**src/rtl/plsp_pkg.sv**
```systemverilog
`default_nettype none

package plsp_pkg;

    // field widths
    localparam int CMD_W    = 2;
    localparam int TIME_W   = 16;
    localparam int TEMP_W   = 16;
    localparam int STATUS_W = 2;

    // default table depth
    localparam int MAX_POINTS_DEF = 16;

    // serial divider: 32-bit magnitude dividend, 16-bit divisor
    localparam int DIV_W     = 32;
    localparam int DIVISOR_W = TIME_W;
    localparam int DIV_STEPS = DIV_W;

    // command codes
    localparam logic [CMD_W-1:0] CMD_CLEAR  = 2'd0;
    localparam logic [CMD_W-1:0] CMD_APPEND = 2'd1;
    localparam logic [CMD_W-1:0] CMD_QUERY  = 2'd2;

    // status codes
    localparam logic [STATUS_W-1:0] STATUS_OK      = 2'd0;
    localparam logic [STATUS_W-1:0] STATUS_FULL    = 2'd1;
    localparam logic [STATUS_W-1:0] STATUS_OUTSIDE = 2'd2;

endpackage

`default_nettype wire

```
**src/rtl/plsp_div.sv**
```systemverilog
`default_nettype none

module plsp_div (
    input  wire logic                               clk,
    input  wire logic                               rst_n,
    input  wire logic                               start,
    input  wire logic [plsp_pkg::DIV_W-1:0]         dividend,
    input  wire logic [plsp_pkg::DIVISOR_W-1:0]     divisor,
    output logic                                    busy,
    output logic                                    done,
    output logic [plsp_pkg::DIV_W-1:0]              quotient
);

    localparam int STEP_CNT_W = $clog2(plsp_pkg::DIV_STEPS);

    logic                              busy_reg, busy_next;
    logic                              done_reg, done_next;
    logic [STEP_CNT_W-1:0]             cnt_reg, cnt_next;
    logic [plsp_pkg::DIVISOR_W-1:0]    rem_reg, rem_next;
    logic [plsp_pkg::DIV_W-1:0]        quo_reg, quo_next;
    logic [plsp_pkg::DIVISOR_W:0]      trial;
    logic                              fits;

    // one restoring step per cycle, dividend bits shift out as quotient bits shift in
    always_comb
    begin
        trial     = {rem_reg, quo_reg[plsp_pkg::DIV_W-1]};
        fits      = (trial >= {1'b0, divisor});
        busy_next = busy_reg;
        done_next = 1'b0;
        cnt_next  = cnt_reg;
        rem_next  = rem_reg;
        quo_next  = quo_reg;
        if (start)
        begin
            busy_next = 1'b1;
            cnt_next  = '0;
            rem_next  = '0;
            quo_next  = dividend;
        end
        else if (busy_reg)
        begin
            if (fits)
            begin
                rem_next = plsp_pkg::DIVISOR_W'(trial - {1'b0, divisor});
            end
            else
            begin
                rem_next = trial[plsp_pkg::DIVISOR_W-1:0];
            end
            quo_next = {quo_reg[plsp_pkg::DIV_W-2:0], fits};
            cnt_next = cnt_reg + 1'b1;
            if (cnt_reg == STEP_CNT_W'(plsp_pkg::DIV_STEPS - 1))
            begin
                busy_next = 1'b0;
                done_next = 1'b1;
            end
        end
    end

    always_ff @(posedge clk or negedge rst_n)
    begin
        if (!rst_n)
        begin
            busy_reg <= 1'b0;
            done_reg <= 1'b0;
            cnt_reg  <= '0;
            rem_reg  <= '0;
            quo_reg  <= '0;
        end
        else
        begin
            busy_reg <= busy_next;
            done_reg <= done_next;
            cnt_reg  <= cnt_next;
            rem_reg  <= rem_next;
            quo_reg  <= quo_next;
        end
    end

    assign busy     = busy_reg;
    assign done     = done_reg;
    assign quotient = quo_reg;

endmodule

`default_nettype wire

```
**src/rtl/piecewise_linear_setpoint_core.sv**
```systemverilog
`default_nettype none

// channel   dir  handshake           payload
// s_        in   s_tvalid/s_tready   tdata: time_point, temp_point; tuser: cmd
// m_        out  m_tvalid/m_tready   tdata: temp_value, end_time; tuser: status
//
// clear, append, unused commands and a query on an empty table go from idle straight to the done state
// a query reads the first point, then fetches and compares one segment at a time
// (one table read port), then multiplies and runs the 32-step divider when the time falls inside a segment
// s_tready is high only when idle
// the result sits in an output register; a stalled m_tready holds only the next result
// reset empties the table at once; stored breakpoints need no clearing pass

module piecewise_linear_setpoint_core #(
    parameter int MAX_POINTS = plsp_pkg::MAX_POINTS_DEF
) (
    input  wire logic        clk,
    input  wire logic        rst_n,
    input  wire logic        s_tvalid,
    output logic             s_tready,
    input  wire logic [31:0] s_tdata,   // [15:0] time_point, [31:16] temp_point
    input  wire logic [1:0]  s_tuser,   // [1:0] cmd
    output logic             m_tvalid,
    input  wire logic        m_tready,
    output logic [31:0]      m_tdata,   // [15:0] temp_value, [31:16] end_time
    output logic [1:0]       m_tuser    // [1:0] status
);

    localparam int IDX_W   = $clog2(MAX_POINTS);
    localparam int CNT_W   = $clog2(MAX_POINTS + 1);
    localparam int TIME_W  = plsp_pkg::TIME_W;
    localparam int TEMP_W  = plsp_pkg::TEMP_W;
    localparam int ENTRY_W = TIME_W + TEMP_W;
    localparam int PROD_W  = 2 * (TEMP_W + 1);

    typedef enum logic [3:0] {
        ST_IDLE,
        ST_RD0,
        ST_LOAD0,
        ST_STEP,
        ST_CMP,
        ST_MUL,
        ST_DIV,
        ST_FIN,
        ST_DONE
    } state_t;

    state_t                           state_reg, state_next;
    logic [CNT_W-1:0]                 count_reg, count_next;
    logic [TIME_W-1:0]                last_time_reg, last_time_next;
    logic [IDX_W-1:0]                 idx_reg, idx_next;
    logic [TIME_W-1:0]                qtime_reg, qtime_next;
    logic [TIME_W-1:0]                t0_reg, t0_next;
    logic signed [TEMP_W-1:0]         p0_reg, p0_next;
    logic [TIME_W-1:0]                dt_reg, dt_next;
    logic [TIME_W-1:0]                dtime_reg, dtime_next;
    logic signed [TEMP_W:0]           dtemp_reg, dtemp_next;
    logic [plsp_pkg::DIV_W-1:0]       mag_reg, mag_next;
    logic                             neg_reg, neg_next;
    logic [plsp_pkg::STATUS_W-1:0]    res_status_reg, res_status_next;
    logic [TEMP_W-1:0]                res_temp_reg, res_temp_next;
    logic                             m_tvalid_reg, m_tvalid_next;
    logic [plsp_pkg::STATUS_W-1:0]    out_status_reg, out_status_next;
    logic [TEMP_W-1:0]                out_temp_reg, out_temp_next;
    logic [TIME_W-1:0]                out_end_reg, out_end_next;

    // breakpoint store, {temp, time} per entry
    logic [ENTRY_W-1:0]               mem [MAX_POINTS];
    logic [ENTRY_W-1:0]               rd_data_reg;
    logic [IDX_W-1:0]                 rd_addr;
    logic                             wr_en;

    logic [plsp_pkg::CMD_W-1:0]       in_cmd;
    logic [TIME_W-1:0]                in_time;
    logic [TEMP_W-1:0]                in_temp;
    logic [TIME_W-1:0]                rd_time;
    logic signed [TEMP_W-1:0]         rd_temp;
    logic [CNT_W-1:0]                 next_pos;
    logic signed [PROD_W-1:0]         prod;
    logic signed [PROD_W-1:0]         prod_abs;
    logic signed [TEMP_W+1:0]         q_signed;
    logic signed [TEMP_W+1:0]         interp_sum;

    logic                             div_start;
    logic                             div_busy;
    logic                             div_done;
    logic [plsp_pkg::DIV_W-1:0]       div_quo;

    assign in_cmd   = s_tuser;
    assign in_time  = s_tdata[TIME_W-1:0];
    assign in_temp  = s_tdata[ENTRY_W-1:TIME_W];
    assign rd_time  = rd_data_reg[TIME_W-1:0];
    assign rd_temp  = $signed(rd_data_reg[ENTRY_W-1:TIME_W]);
    assign next_pos = CNT_W'(idx_reg) + 1'b1;

    // serial divider for the interpolation quotient
    plsp_div u_div (
        .clk      (clk),
        .rst_n    (rst_n),
        .start    (div_start),
        .dividend (mag_reg),
        .divisor  (dtime_reg),
        .busy     (div_busy),
        .done     (div_done),
        .quotient (div_quo)
    );

    // sequencer
    always_comb
    begin
        state_next      = state_reg;
        count_next      = count_reg;
        last_time_next  = last_time_reg;
        idx_next        = idx_reg;
        qtime_next      = qtime_reg;
        t0_next         = t0_reg;
        p0_next         = p0_reg;
        dt_next         = dt_reg;
        dtime_next      = dtime_reg;
        dtemp_next      = dtemp_reg;
        mag_next        = mag_reg;
        neg_next        = neg_reg;
        res_status_next = res_status_reg;
        res_temp_next   = res_temp_reg;
        m_tvalid_next   = m_tvalid_reg;
        out_status_next = out_status_reg;
        out_temp_next   = out_temp_reg;
        out_end_next    = out_end_reg;
        rd_addr         = '0;
        wr_en           = 1'b0;
        div_start       = 1'b0;
        prod            = $signed({1'b0, dt_reg}) * dtemp_reg;
        prod_abs        = prod[PROD_W-1] ? -prod : prod;
        q_signed        = neg_reg ? -$signed({1'b0, div_quo[TEMP_W:0]})
                                  : $signed({1'b0, div_quo[TEMP_W:0]});
        interp_sum      = q_signed + (TEMP_W+2)'(p0_reg);

        // result taken downstream
        if (m_tvalid_reg && m_tready)
        begin
            m_tvalid_next = 1'b0;
        end

        case (state_reg)
            ST_IDLE:
            begin
                if (s_tvalid)
                begin
                    res_status_next = plsp_pkg::STATUS_OK;
                    res_temp_next   = '0;
                    state_next      = ST_DONE;
                    case (in_cmd)
                        plsp_pkg::CMD_CLEAR:
                        begin
                            count_next     = '0;
                            last_time_next = '0;
                        end
                        plsp_pkg::CMD_APPEND:
                        begin
                            if (count_reg < CNT_W'(MAX_POINTS))
                            begin
                                wr_en          = 1'b1;
                                count_next     = count_reg + 1'b1;
                                last_time_next = in_time;
                            end
                            else
                            begin
                                res_status_next = plsp_pkg::STATUS_FULL;
                            end
                        end
                        plsp_pkg::CMD_QUERY:
                        begin
                            qtime_next = in_time;
                            if (count_reg == '0)
                            begin
                                res_status_next = plsp_pkg::STATUS_OUTSIDE;
                            end
                            else
                            begin
                                state_next = ST_RD0;
                            end
                        end
                        default:
                        begin
                            res_status_next = plsp_pkg::STATUS_OK;
                        end
                    endcase
                end
            end
            ST_RD0:
            begin
                rd_addr    = '0;
                state_next = ST_LOAD0;
            end
            ST_LOAD0:
            begin
                t0_next    = rd_time;
                p0_next    = rd_temp;
                idx_next   = '0;
                state_next = ST_STEP;
            end
            ST_STEP:
            begin
                // fetch the segment's right end, or check the last point alone
                rd_addr = IDX_W'(next_pos);
                if (next_pos < count_reg)
                begin
                    state_next = ST_CMP;
                end
                else
                begin
                    state_next = ST_DONE;
                    if (qtime_reg == t0_reg)
                    begin
                        res_status_next = plsp_pkg::STATUS_OK;
                        res_temp_next   = p0_reg;
                    end
                    else
                    begin
                        res_status_next = plsp_pkg::STATUS_OUTSIDE;
                        res_temp_next   = '0;
                    end
                end
            end
            ST_CMP:
            begin
                if (qtime_reg == t0_reg)
                begin
                    res_status_next = plsp_pkg::STATUS_OK;
                    res_temp_next   = p0_reg;
                    state_next      = ST_DONE;
                end
                else if (qtime_reg > t0_reg && qtime_reg < rd_time)
                begin
                    dt_next    = qtime_reg - t0_reg;
                    dtime_next = rd_time - t0_reg;
                    dtemp_next = (TEMP_W+1)'(rd_temp) - (TEMP_W+1)'(p0_reg);
                    state_next = ST_MUL;
                end
                else
                begin
                    t0_next    = rd_time;
                    p0_next    = rd_temp;
                    idx_next   = IDX_W'(next_pos);
                    state_next = ST_STEP;
                end
            end
            ST_MUL:
            begin
                neg_next   = prod[PROD_W-1];
                mag_next   = prod_abs[plsp_pkg::DIV_W-1:0];
                state_next = ST_DIV;
            end
            ST_DIV:
            begin
                // divider sees the product magnitude registered last cycle
                if (!div_busy && !div_done)
                begin
                    div_start = 1'b1;
                end
                if (div_done)
                begin
                    state_next = ST_FIN;
                end
            end
            ST_FIN:
            begin
                res_status_next = plsp_pkg::STATUS_OK;
                res_temp_next   = interp_sum[TEMP_W-1:0];
                state_next      = ST_DONE;
            end
            ST_DONE:
            begin
                // load the output register once it is free
                if (!m_tvalid_reg || m_tready)
                begin
                    m_tvalid_next   = 1'b1;
                    out_status_next = res_status_reg;
                    out_temp_next   = res_temp_reg;
                    out_end_next    = last_time_reg;
                    state_next      = ST_IDLE;
                end
            end
            default:
            begin
                state_next = ST_IDLE;
            end
        endcase
    end

    always_ff @(posedge clk or negedge rst_n)
    begin
        if (!rst_n)
        begin
            state_reg      <= ST_IDLE;
            count_reg      <= '0;
            last_time_reg  <= '0;
            idx_reg        <= '0;
            m_tvalid_reg   <= 1'b0;
            qtime_reg      <= '0;
            t0_reg         <= '0;
            p0_reg         <= '0;
            dt_reg         <= '0;
            dtime_reg      <= '0;
            dtemp_reg      <= '0;
            mag_reg        <= '0;
            neg_reg        <= 1'b0;
            res_status_reg <= plsp_pkg::STATUS_OK;
            res_temp_reg   <= '0;
            out_status_reg <= plsp_pkg::STATUS_OK;
            out_temp_reg   <= '0;
            out_end_reg    <= '0;
        end
        else
        begin
            state_reg      <= state_next;
            count_reg      <= count_next;
            last_time_reg  <= last_time_next;
            idx_reg        <= idx_next;
            m_tvalid_reg   <= m_tvalid_next;
            qtime_reg      <= qtime_next;
            t0_reg         <= t0_next;
            p0_reg         <= p0_next;
            dt_reg         <= dt_next;
            dtime_reg      <= dtime_next;
            dtemp_reg      <= dtemp_next;
            mag_reg        <= mag_next;
            neg_reg        <= neg_next;
            res_status_reg <= res_status_next;
            res_temp_reg   <= res_temp_next;
            out_status_reg <= out_status_next;
            out_temp_reg   <= out_temp_next;
            out_end_reg    <= out_end_next;
        end
    end

    // breakpoint memory, one write and one registered read port
    always_ff @(posedge clk)
    begin
        if (wr_en)
        begin
            mem[count_reg[IDX_W-1:0]] <= {in_temp, in_time};
        end
        rd_data_reg <= mem[rd_addr];
    end

    assign s_tready = (state_reg == ST_IDLE);
    assign m_tvalid = m_tvalid_reg;
    assign m_tdata  = {out_end_reg, out_temp_reg};
    assign m_tuser  = out_status_reg;

    // fill count never passes the table depth
    a_count_range: assert property (@(posedge clk) disable iff (!rst_n)
        count_reg <= CNT_W'(MAX_POINTS))
        else $error("breakpoint count beyond table depth");

    // a full flag only comes from a full table
    a_full_only_when_full: assert property (@(posedge clk) disable iff (!rst_n)
        (state_reg == ST_DONE && res_status_reg == plsp_pkg::STATUS_FULL)
        |-> count_reg == CNT_W'(MAX_POINTS))
        else $error("table full reported while table has room");

    // an empty table reports no end time
    a_empty_end_time: assert property (@(posedge clk) disable iff (!rst_n)
        (count_reg == '0) |-> (last_time_reg == '0))
        else $error("end time nonzero on empty table");

    // an outside query carries a zero setpoint
    a_outside_zero: assert property (@(posedge clk) disable iff (!rst_n)
        (m_tvalid && m_tuser == plsp_pkg::STATUS_OUTSIDE) |-> (m_tdata[15:0] == '0))
        else $error("outside query with nonzero setpoint");

endmodule

`default_nettype wire

```
**config.mk**
```make
export PLATFORM = sky130hd
export DESIGN_NAME = piecewise_linear_setpoint_core
export DESIGN_NICKNAME = d
export VERILOG_FILES = /design/src/rtl/plsp_pkg.sv /design/src/rtl/plsp_div.sv /design/src/rtl/piecewise_linear_setpoint_core.sv
export SDC_FILE = /design/constraint.sdc
export NUM_CORES = 2
export LEC_CHECK = 0
export BUFFER_PORTS_ARGS = -buffer_cell sky130_fd_sc_hd__buf_4
export CAP_MARGIN = 5
export CORE_MARGIN = 2
export CORE_UTILIZATION = 40
export CTS_CLUSTER_DIAMETER = 40
export CTS_CLUSTER_SIZE = 30
export DETAILED_ROUTE_END_ITERATION = 16
export GPL_ROUTABILITY_DRIVEN = 0
export PLACE_DENSITY_LB_ADDON = 0.3
export SLEW_MARGIN = 20
export SYNTH_ARGS = -nofsm -noshare
export SYNTH_HDL_FRONTEND = slang
export SYNTH_SLANG_ARGS = --single-unit
export TNS_END_PERCENT = 100
```
**constraint.sdc**
```tcl
create_clock -name clk -period 9.1 [get_ports clk]
set_input_delay 0 -clock clk [delete_from_list [all_inputs] [get_ports clk]]
set_output_delay 0 -clock clk [all_outputs]
set_load 0.02 [all_outputs]
```
==> impl_summary.md <==
Placement
The number of buffers inserted by port buffering is 73. OpenSTA, run right after detailed placement, puts the worst setup slack at 1.62 ns. The estimated wirelength of the detail-placed design is 75900 um.

Die
Once the floorplan was initialized, standard cells occupied 40.2% of the core. The region available for standard cell placement spans 116000 um2. The floorplan step set the die height to 345 um. The horizontal die dimension is 345 um. 74 I/O pins were placed. The floorplan has 125 rows.

The die footprint is 119000 um2.

Critical path
STA classifies the critical path endpoint as a flip-flop. The data required time at the worst endpoint is 9.65 ns. The type of the setup path with the least slack is flip-flop to flip-flop.

The register-to-register setup slack is 1.62 ns. Data on the critical path arrives at its endpoint at 8.03 ns. The maximum net fanout on the critical path is 18. The critical register-to-register path endpoint is mag_reg[22]. The worst register-to-register path begins at dt_reg[8].

The depth of the most critical reg-to-reg path is 22. The worst setup path is launched from a flip-flop.

Logic synthesis
The average footprint of a synthesized cell is 11.4 um2. For this run, the number of Yosys warnings is 0. The proportion of synthesized chip area in sequential cells is 48.8%. The count of flip-flops with a built-in enable after synthesis is 512. The net count of the mapped netlist is 4558. In this run, synthesis produced a sequential element count of 811. After synthesis, the netlist uses 90 different library cells. The cell count after synthesis is 4069. The most used flip-flop cell after synthesis is sky130_fd_sc_hd__edfxtp_1. The cell area that synthesis handed to floorplanning was 46500 um2. Counting flops with an async set or reset pin after synthesis yields a share of 32.9%.

Routing
After detailed routing, the number of vias per cell comes to 5.35. The count of nets left with antenna violations once routing finished came out at 0. The number of violations reported at the end of detailed-routing iteration 0 is 2179. The routed layout has 30.9k vias. The routed length per instance is 20.3 um. The number of DRC violations after detailed routing is 0. The first-pass iteration count of the detailed router is 5.

Summed over all layers, the routed wires come to 117000 um.

Cells and area
In the layout the commonest cells are sky130_fd_sc_hd__edfxtp_1, sky130_fd_sc_hd__nand2_1, sky130_fd_sc_hd__inv_1, sky130_fd_sc_hd__dfrtp_1. In the final layout, flip-flops and latches occupy 22700 um2. The flip-flop count of the largest register, all copies and words added is 512. The proportion of layout cells with a drive suffix above 1 is 13.7%. In the final layout, the multi-input gates occupy 21800 um2. The number of inserted filler cells in the final layout is 10.5k. The layout overhead on the synthesized area is 14.6%.

The total number of nets in the final design is 4640. The most frequent standard cell in the layout excluding fill and tap cells is sky130_fd_sc_hd__edfxtp_1.

Clock tree
The tree is rooted in a sky130_fd_sc_hd__clkbuf_16. For the worst-skew pair, the clock arrives at the later sink with an insertion delay of 0.71 ns. The worst-case clock buffer depth is 3. The number of gates given a new drive strength after cts is 0. The clock transition at the registers of the reported paths is 0.06 ns. The CTS tree is yes. In this run, CTS created clock tree buffers numbering 110.

For this design, the sink count on the clock tree is 811. The CTS H-tree depth is 3.

STA
The count of final max-slew check failures came to 0. The headroom to the max-slew limit is 29.1%. Based on the critical path, the design can be clocked at up to 134 MHz. Setup repair after global routing left no endpoint under its margin. The transition time at the pin with the least slew margin is 1.06 ns. Of the available clock period, the critical path in the final layout requires 82.2%. The clock arrives with 0.0598 ns of skew. The clock period could shrink to 7.48 ns. Setup violations remaining at the end of the flow were counted as 0.

The worst setup margin is 1.62 ns. The total negative slack is 0 ns. The number of endpoints with negative hold slack in the final report is 0.

GRT
The total routing resource utilization after global routing is 19.6%. Entering global routing, the biggest net connects 137 pins. After global routing the overflow that remains totals 0. The via count of the first global-routing pass is 30.7k. The initial antenna violation count is 5. The first global-routing pass estimated 182000 um of wire.

Flow run
The tool flagged a number of max-cap violations equal to 0.

Run status
The flow ran to the end, and the final reports show no timing, DRC or antenna violations.

Worst hold path
The path with the worst hold slack has its endpoint at mem[10][18]. The beginning of the worst hold path is s_tdata[18]. The type of the tightest min-delay check is input pin to flip-flop.

The depth of the worst hold-timing path is 2.

Power and ir drop
The power density relative to cell area is 322 nW/um2. The standby leakage power is 0.0217 uW. The maximum vdd ir drop is 0.230 mV.
-- where the power goes --
part | leakage (uW) | internal (uW) | switching, uW
Combinational | 0.0114 | 3070 | 4370
Sequential | 0.00838 | 4440 | 749
Clock | 0.00190 | 2810 | 1730
-- synthesized netlist by cell type, drive strengths merged, types with 18 or more instances --
master | n | area share [%]
fa | 214 | 9.2
a21oi | 244 | 2.6
a21o | 36 | 0.58
a221oi | 36 | 0.69
mux2 | 201 | 4.9
o31ai | 18 | 0.29
a22o | 18 | 0.34
o21ai | 247 | 2.7
clkbuf | 169 | 1.4
buf | 23 | 0.23
o221ai | 34 | 0.65
a32o | 32 | 0.69
dfxtp | 32 | 1.4
xor2 | 50 | 0.94
xnor2 | 73 | 1.4
nand2 | 439 | 3.5
edfxtp | 512 | 33
ha | 237 | 6.4
mux2i | 135 | 2.9
nor2b | 29 | 0.39
a21boi | 18 | 0.29
o21a | 23 | 0.37
nor3 | 46 | 0.51
dfrtp | 267 | 14
nand3 | 28 | 0.31
inv | 407 | 3.3
and2 | 159 | 2.1
nand2b | 31 | 0.42
nor2 | 138 | 1.1
-- layer usage --
layer	vias to the layer above	wire [um]	GRT usage, %	share of wire (%)
li1	14400	-	-	-
met1	15500	51500	26.6	44
met2	801	56200	32.7	48
met3	170	6530	3.03	5.6
met4	2	2830	5.16	2.4
met5	-	13	0	0.011
-- cells by family (layout without fill, tap and decap cells) --
group / after synthesis / after routing / synth area share [%]
AND/OR/NAND/NOR: 950 / 950 / 9.75
flip-flops: 811 / 811 / 48.8
AO/OA/AOI/OAI: 799 / 799 / 10.9
buffers and inverters: 599 / 779 / 4.88
adder cells (fa/ha/maj): 451 / 451 / 15.6
multiplexers: 336 / 336 / 7.78
XOR/XNOR: 123 / 123 / 2.33
other: 0 / 1 / 0
-- metrics by stage --
step | hold WS [ns] | util (%) | power (uW) | cells | area (um2)
6_report | 0.141 | 46.0 | 17200 | 5774 | 53300
5_1_grt | 0.140 | 46.0 | 18400 | 5773 | 53300
4_1_cts | 0.101 | 46.0 | 17300 | 5771 | 53200
3_5_place_dp | 0.0278 | 42.2 | 12700 | 5520 | 48800
3_3_place_gp | 0.0356 | 42.2 | 12600 | 5520 | 48800
2_1_floorplan | -0.296 | - | 10200 | 4069 | 46500
-- area by class of cell --
cell class | instances | share of cell area [%]
Inverter | 407 | 2.87
Antenna cell | 1 | 0.00470
Timing Repair Buffer | 162 | 2.62
Sequential cell | 811 | 42.6
Clock inverter | 78 | 1.96
Multi-Input combinational cell | 2659 | 40.9
Clock buffer | 132 | 5.51
Tap cell | 1524 | 3.58
-- critical path: stages (launching register included) --
cell and delay, ns:
sky130_fd_sc_hd__dfrtp_1 0.66, sky130_fd_sc_hd__and2_1 0.30, sky130_fd_sc_hd__fa_1 0.54, sky130_fd_sc_hd__inv_1 0.06, sky130_fd_sc_hd__fa_1 0.49, sky130_fd_sc_hd__fa_1 0.54, sky130_fd_sc_hd__inv_1 0.05, sky130_fd_sc_hd__fa_1 0.46
sky130_fd_sc_hd__fa_1 0.54, sky130_fd_sc_hd__inv_1 0.05, sky130_fd_sc_hd__fa_1 0.53, sky130_fd_sc_hd__inv_1 0.04, sky130_fd_sc_hd__ha_1 0.39, sky130_fd_sc_hd__nand4_1 0.21, sky130_fd_sc_hd__nor3_1 0.24, sky130_fd_sc_hd__nand2b_1 0.10
sky130_fd_sc_hd__o211ai_2 0.33, sky130_fd_sc_hd__a31oi_1 0.17, sky130_fd_sc_hd__a211o_1 0.37, sky130_fd_sc_hd__xor2_1 0.69, sky130_fd_sc_hd__o21ai_0 0.25, sky130_fd_sc_hd__xor2_1 0.24, sky130_fd_sc_hd__o21ai_0 0.10
-- what timing repair did --
item | in CTS | in global routing
setup buffers | 0 | 0
setup endpoints to repair | 0 | 0
hold endpoints to repair | 626 | 0
hold buffers | 41 | 0
-- worst max path at each step --
| stage | depth (start not counted) | end | startpoint | slack (ns) |
|---|---|---|---|---|
| final | 22 | mag_reg[22] | dt_reg[8] | 1.62 |
| after global routing | 23 | mag_reg[17] | dt_reg[7] | 1.15 |
| after CTS | 22 | mag_reg[22] | dt_reg[8] | 1.64 |
| after detailed placement | 22 | mag_reg[22] | dt_reg[8] | 1.62 |
| after global placement | 23 | mag_reg[30] | dt_reg[7] | 1.51 |
| after floorplan | 23 | mag_reg[30] | dt_reg[5] | 2.41 |
Power figures use the tool's default switching activity.
